**config.mk**
```make
export PLATFORM = sky130hd
export DESIGN_NAME = brb_ctrl
export DESIGN_NICKNAME = d
export VERILOG_FILES = /design/src/rtl/brb_pkg.sv /design/src/rtl/brb_ctrl.sv
export SDC_FILE = /design/constraint.sdc
export NUM_CORES = 1
export LEC_CHECK = 0
export BUFFER_PORTS_ARGS = -buffer_cell sky130_fd_sc_hd__buf_2
export CORE_AREA = 2 2 39 41
export CTS_BUF_LIST = sky130_fd_sc_hd__clkbuf_2 sky130_fd_sc_hd__clkbuf_4 sky130_fd_sc_hd__clkbuf_8
export DETAILED_ROUTE_END_ITERATION = 10
export DIE_AREA = 0 0 41 43
export HOLD_SLACK_MARGIN = 0.12
export PLACE_DENSITY = 0.44
export SLEW_MARGIN = 20
export SYNTH_ARGS = -nofsm -noshare
export SYNTH_HDL_FRONTEND = slang
export SYNTH_SLANG_ARGS = --single-unit
```
**constraint.sdc**
```tcl
create_clock -name clk -period 1.2 [get_ports clk]
set_input_delay 0.18 -clock clk [delete_from_list [all_inputs] [get_ports clk]]
set_output_delay 0.18 -clock clk [all_outputs]
set_load 0.02 [all_outputs]
```
**src/rtl/brb_pkg.sv**
```systemverilog
// Shared types and constants for the byte ring buffer.
// No dependencies; used by every other file of the block except brb_ram.
package brb_pkg;

	localparam int OP_W    = 3;
	localparam int DATA_W  = 8;
	localparam int COUNT_W = 7;
	localparam int LEVEL_W = 10;

	localparam logic [OP_W-1:0] OP_WRITE = 3'd0;
	localparam logic [OP_W-1:0] OP_READ  = 3'd1;
	localparam logic [OP_W-1:0] OP_PEEK  = 3'd2;
	localparam logic [OP_W-1:0] OP_SKIP  = 3'd3;
	localparam logic [OP_W-1:0] OP_CLEAR = 3'd4;

	typedef enum logic {
		ST_IDLE,
		ST_BURST
	} state_t;

	// controller -> datapath
	typedef struct packed {
		logic accept;      // command transfer this cycle
		logic load_single; // load the one-and-only result of the command
		logic issue;       // issue a store read for the next burst byte
		logic load_burst;  // move the store read data into the output register
	} ctrl_cmd_t;

	// datapath -> controller
	typedef struct packed {
		logic burst;   // current command is a read or peek with a nonzero grant
		logic rem_one; // one burst byte left to issue
	} dp_status_t;

endpackage

```
**src/rtl/brb_ctrl.sv**
```systemverilog
// Controller of the byte ring buffer: command acceptance, burst sequencing,
// read-in-flight and output-register valid flags. Depends on brb_pkg.
module brb_ctrl (
	input  logic                clk,
	input  logic                arst_n,
	input  logic                cmd_valid,
	output logic                cmd_ready,
	output logic                res_valid,
	input  logic                res_ready,
	input  brb_pkg::dp_status_t status,
	output brb_pkg::ctrl_cmd_t  ctrl
);

	brb_pkg::state_t state_q;
	brb_pkg::state_t state_d;
	logic            s1_valid_q;
	logic            out_valid_q;
	logic            out_free;

	assign out_free = !out_valid_q || res_ready;

	always_comb begin
		state_d = state_q;
		case (state_q)
			brb_pkg::ST_IDLE: begin
				if (ctrl.accept && status.burst) state_d = brb_pkg::ST_BURST;
			end
			brb_pkg::ST_BURST: begin
				if (ctrl.issue && status.rem_one) state_d = brb_pkg::ST_IDLE;
			end
			default: state_d = brb_pkg::ST_IDLE;
		endcase
	end

	always_comb begin
		cmd_ready = 1'b0;
		ctrl      = '0;
		case (state_q)
			brb_pkg::ST_IDLE: begin
				// wait until the last burst byte has left the read stage
				cmd_ready        = out_free && !s1_valid_q;
				ctrl.accept      = cmd_valid && cmd_ready;
				ctrl.load_single = ctrl.accept && !status.burst;
			end
			brb_pkg::ST_BURST: begin
				ctrl.issue = !s1_valid_q || out_free;
			end
			default: ;
		endcase
		ctrl.load_burst = s1_valid_q && out_free;
	end

	always_ff @(posedge clk or negedge arst_n) begin
		if (!arst_n) begin
			state_q     <= brb_pkg::ST_IDLE;
			s1_valid_q  <= 1'b0;
			out_valid_q <= 1'b0;
		end else begin
			state_q <= state_d;
			if (ctrl.issue) begin
				s1_valid_q <= 1'b1;
			end else if (ctrl.load_burst) begin
				s1_valid_q <= 1'b0;
			end
			if (ctrl.load_single || ctrl.load_burst) begin
				out_valid_q <= 1'b1;
			end else if (res_ready) begin
				out_valid_q <= 1'b0;
			end
		end
	end

	assign res_valid = out_valid_q;

	a_no_cmd_in_burst: assert property (@(posedge clk) disable iff (!arst_n)
		state_q == brb_pkg::ST_BURST |-> !cmd_ready)
		else $error("command taken during a burst");

	a_inflight_held: assert property (@(posedge clk) disable iff (!arst_n)
		s1_valid_q && !out_free |=> s1_valid_q)
		else $error("store read dropped while output stalled");

	a_burst_ends: assert property (@(posedge clk) disable iff (!arst_n)
		ctrl.issue && status.rem_one |=> state_q == brb_pkg::ST_IDLE)
		else $error("burst did not end after final issue");

endmodule

```
==> flow_summary.ini <==
[outcome]
status = complete, but fails checks
violations = setup timing

[drt]
drc = 0
drt-vias-per-instance = 3.73
routedWlPerCell_um = 9.86
wirelength_um = 503
drt-initial-drc-count = 4
num_vias = 190
firstDrtPassIters = 4
ant_nets = 0

[cts]
cts_tree = done
cts_root_buf = clkbuf_4
clk_pin_slew_ns = 0.04
clock_latency_ns = 0.23
numCtsBuffers = 3
cts.sinks = 3
htreeDepth = 1
clockBufferDepth = 2

[timing]
setup_tns_ns = -0.315
fmax_mhz = 757
setup-violations-final = 5
finalClockSkew_ns = 0.00187
fin_crit_sh_pct = 110
tightest_slew_ns = 0.198
fin_crit_ns = 1.32
max_slew_margin_pct = 86.8
setup_slack_ns = -0.122
slew_viol_final = 0
rsz0062_at_grt = yes
hold_viol = 0

[yosys]
synth_sequential_area_ratio_pct = 43.8
syn_nets = 22
avgSynthCellArea_um2 = 10.7
yosysWarnings = 0
netlist_area_um2 = 171
synthCells = 16
ys_ff_latch = 3
yosysUniqueCellTypes = 14

[floorplan]
fp.coreArea_mm2 = 0.00138
dieArea_mm2 = 0.00176
die_y_um = 43
rows = 14
die_w_um = 41
io-pin-count = 12
initial_core_util_pct = 12.4

[cells_and_area]
fin_util_pct = 25.1
final_nets = 42
drive_gt1_share_pct = 71.4
n_antenna_cell = 0
design_area_um2 = 348
synthToLayoutAreaGrowth_pct = 103
fillCellCount = 157

[power_and_ir_drop]
p_total_mw = 0.918
power_density_mw_per_mm2 = 2640
leakagePower_nw = 0.168
vdd_drop_max_v = 0.000779

[critical_path]
r2r-start = res_valid
crit_path_end_kind = output port
cp.arrival_ns = 1.14
crit_start = state_q
critPathMaxFanout = 5
cp_data_required_time_ns = 1.02
start_kind = register
crit_type = reg2out

[place]
place.port_buffers = 11
place_ws_ns = 0.112
placed_area_um2 = 253
place_congestion = 0.580

[worst_hold_path]
hp-start = status[1]
min-delay-path-class = in2reg

[global_route]
gr-total-overflow = 0
grt_antenna_before_repair = 0
grt_pass1_vias = 154
grt_pass1_wl_um = 683
grt_usage_pct = 6.75
grt_max_degree = 7

[flow_run]
max_cap_violations = 0
## where the power goes
| part | switching, mW | internal (mW) | total, mW | leakage, nW |
|---|---|---|---|---|
| logic | 0.239 | 0.263 | 0.503 | 0.114 |
| registers | 0.0660 | 0.151 | 0.217 | 0.0358 |
| clock network | 0.0510 | 0.147 | 0.198 | 0.0184 |
## registers in the layout (all words and copies together) (netlist names)
name / cells
s1_valid_q: 1
state_q: 1
res_valid: 1
## cell type report
cell class                      count  area, µm²  area share [%]
Clock buffer                        4       30.0            8.63
Timing Repair Buffer               15        105            30.2
Sequential cell                     3       76.3            21.9
Tap cell                           16       20.0            5.76
Multi-Input combinational cell     13        116            33.5
## layout by cell type, fill, tap and decap left out, types with 2 or more instances in the layout
| cell type | instances |
|---|---|
| buf_2 | 7 |
| buf_6 | 2 |
| clkbuf_4 | 4 |
| dfrtp_1 | 2 |
| buf_4 | 5 |
## synth_stat cells
| library cell | count | area [µm²] |
|---|---|---|
| dfrtp_1 | 3 | 75.1 |
| a22o_1 | 1 | 8.76 |
| and2_1 | 1 | 6.26 |
| nand2_1 | 1 | 3.75 |
| nand2b_1 | 1 | 6.26 |
| nand2b_4 | 1 | 13.8 |
| nand3b_1 | 1 | 7.51 |
| nor2_1 | 1 | 3.75 |
| nor2b_1 | 1 | 6.26 |
| nor2b_4 | 1 | 13.8 |
| nor3_1 | 1 | 5.00 |
| nor3_2 | 1 | 10.0 |
| nor4_1 | 1 | 6.26 |
| o21ai_0 | 1 | 5.00 |
## final timing paths
kind                         endpoint  slack, ns  cells past startpoint
min in group asynchronous   res_valid       0.27                      2
setup / recovery              ctrl[2]      -0.12                      3
setup reg to reg              state_q       0.03                      6
hold reg to reg            s1_valid_q       0.59                      1
max in group asynchronous  s1_valid_q       0.82                      2
hold / removal              res_valid       0.20                      2
## worst max-delay path: stages (launching register included)
cell,delay (ns)
dfrtp_1,0.42
nand2b_4,0.18
nor4_2,0.11
buf_2,0.20
## metal layers
metal,vias up,GRT usage [%],wire [µm]
li1,94,-,-
met1,84,8.77,220
met2,12,5.94,198
met3,0,6.28,84
met4,0,6.00,0
met5,-,0,0
## through the flow
stage | std cells | hold WS (ns)
floorplan | 16 | -0.116
finish | 51 | 0.199
detailed placement | 43 | -0.0208
CTS | 50 | 0.200
global placement | 43 | -0.0213
global route | 51 | 0.217
## repair_timing
| item | 4_1_cts | 5_1_grt |
|---|---|---|
| endpoints found under the hold margin | 3 | 0 |
| setup endpoints to repair | 5 | 5 |
| gates resized for setup | 8 | 2 |
| setup buffers | 2 | 1 |
| pin swaps | 3 | 1 |
| hold buffers | 1 | 0 |
## cells by family after synthesis
kind of cell | share of synthesized area (%)
DFF | 43.8
and+or+nand+nor | 48.2
AOI/OAI and AO/OA | 8.03
No activity file was read; power rests on OpenSTA's default activity.
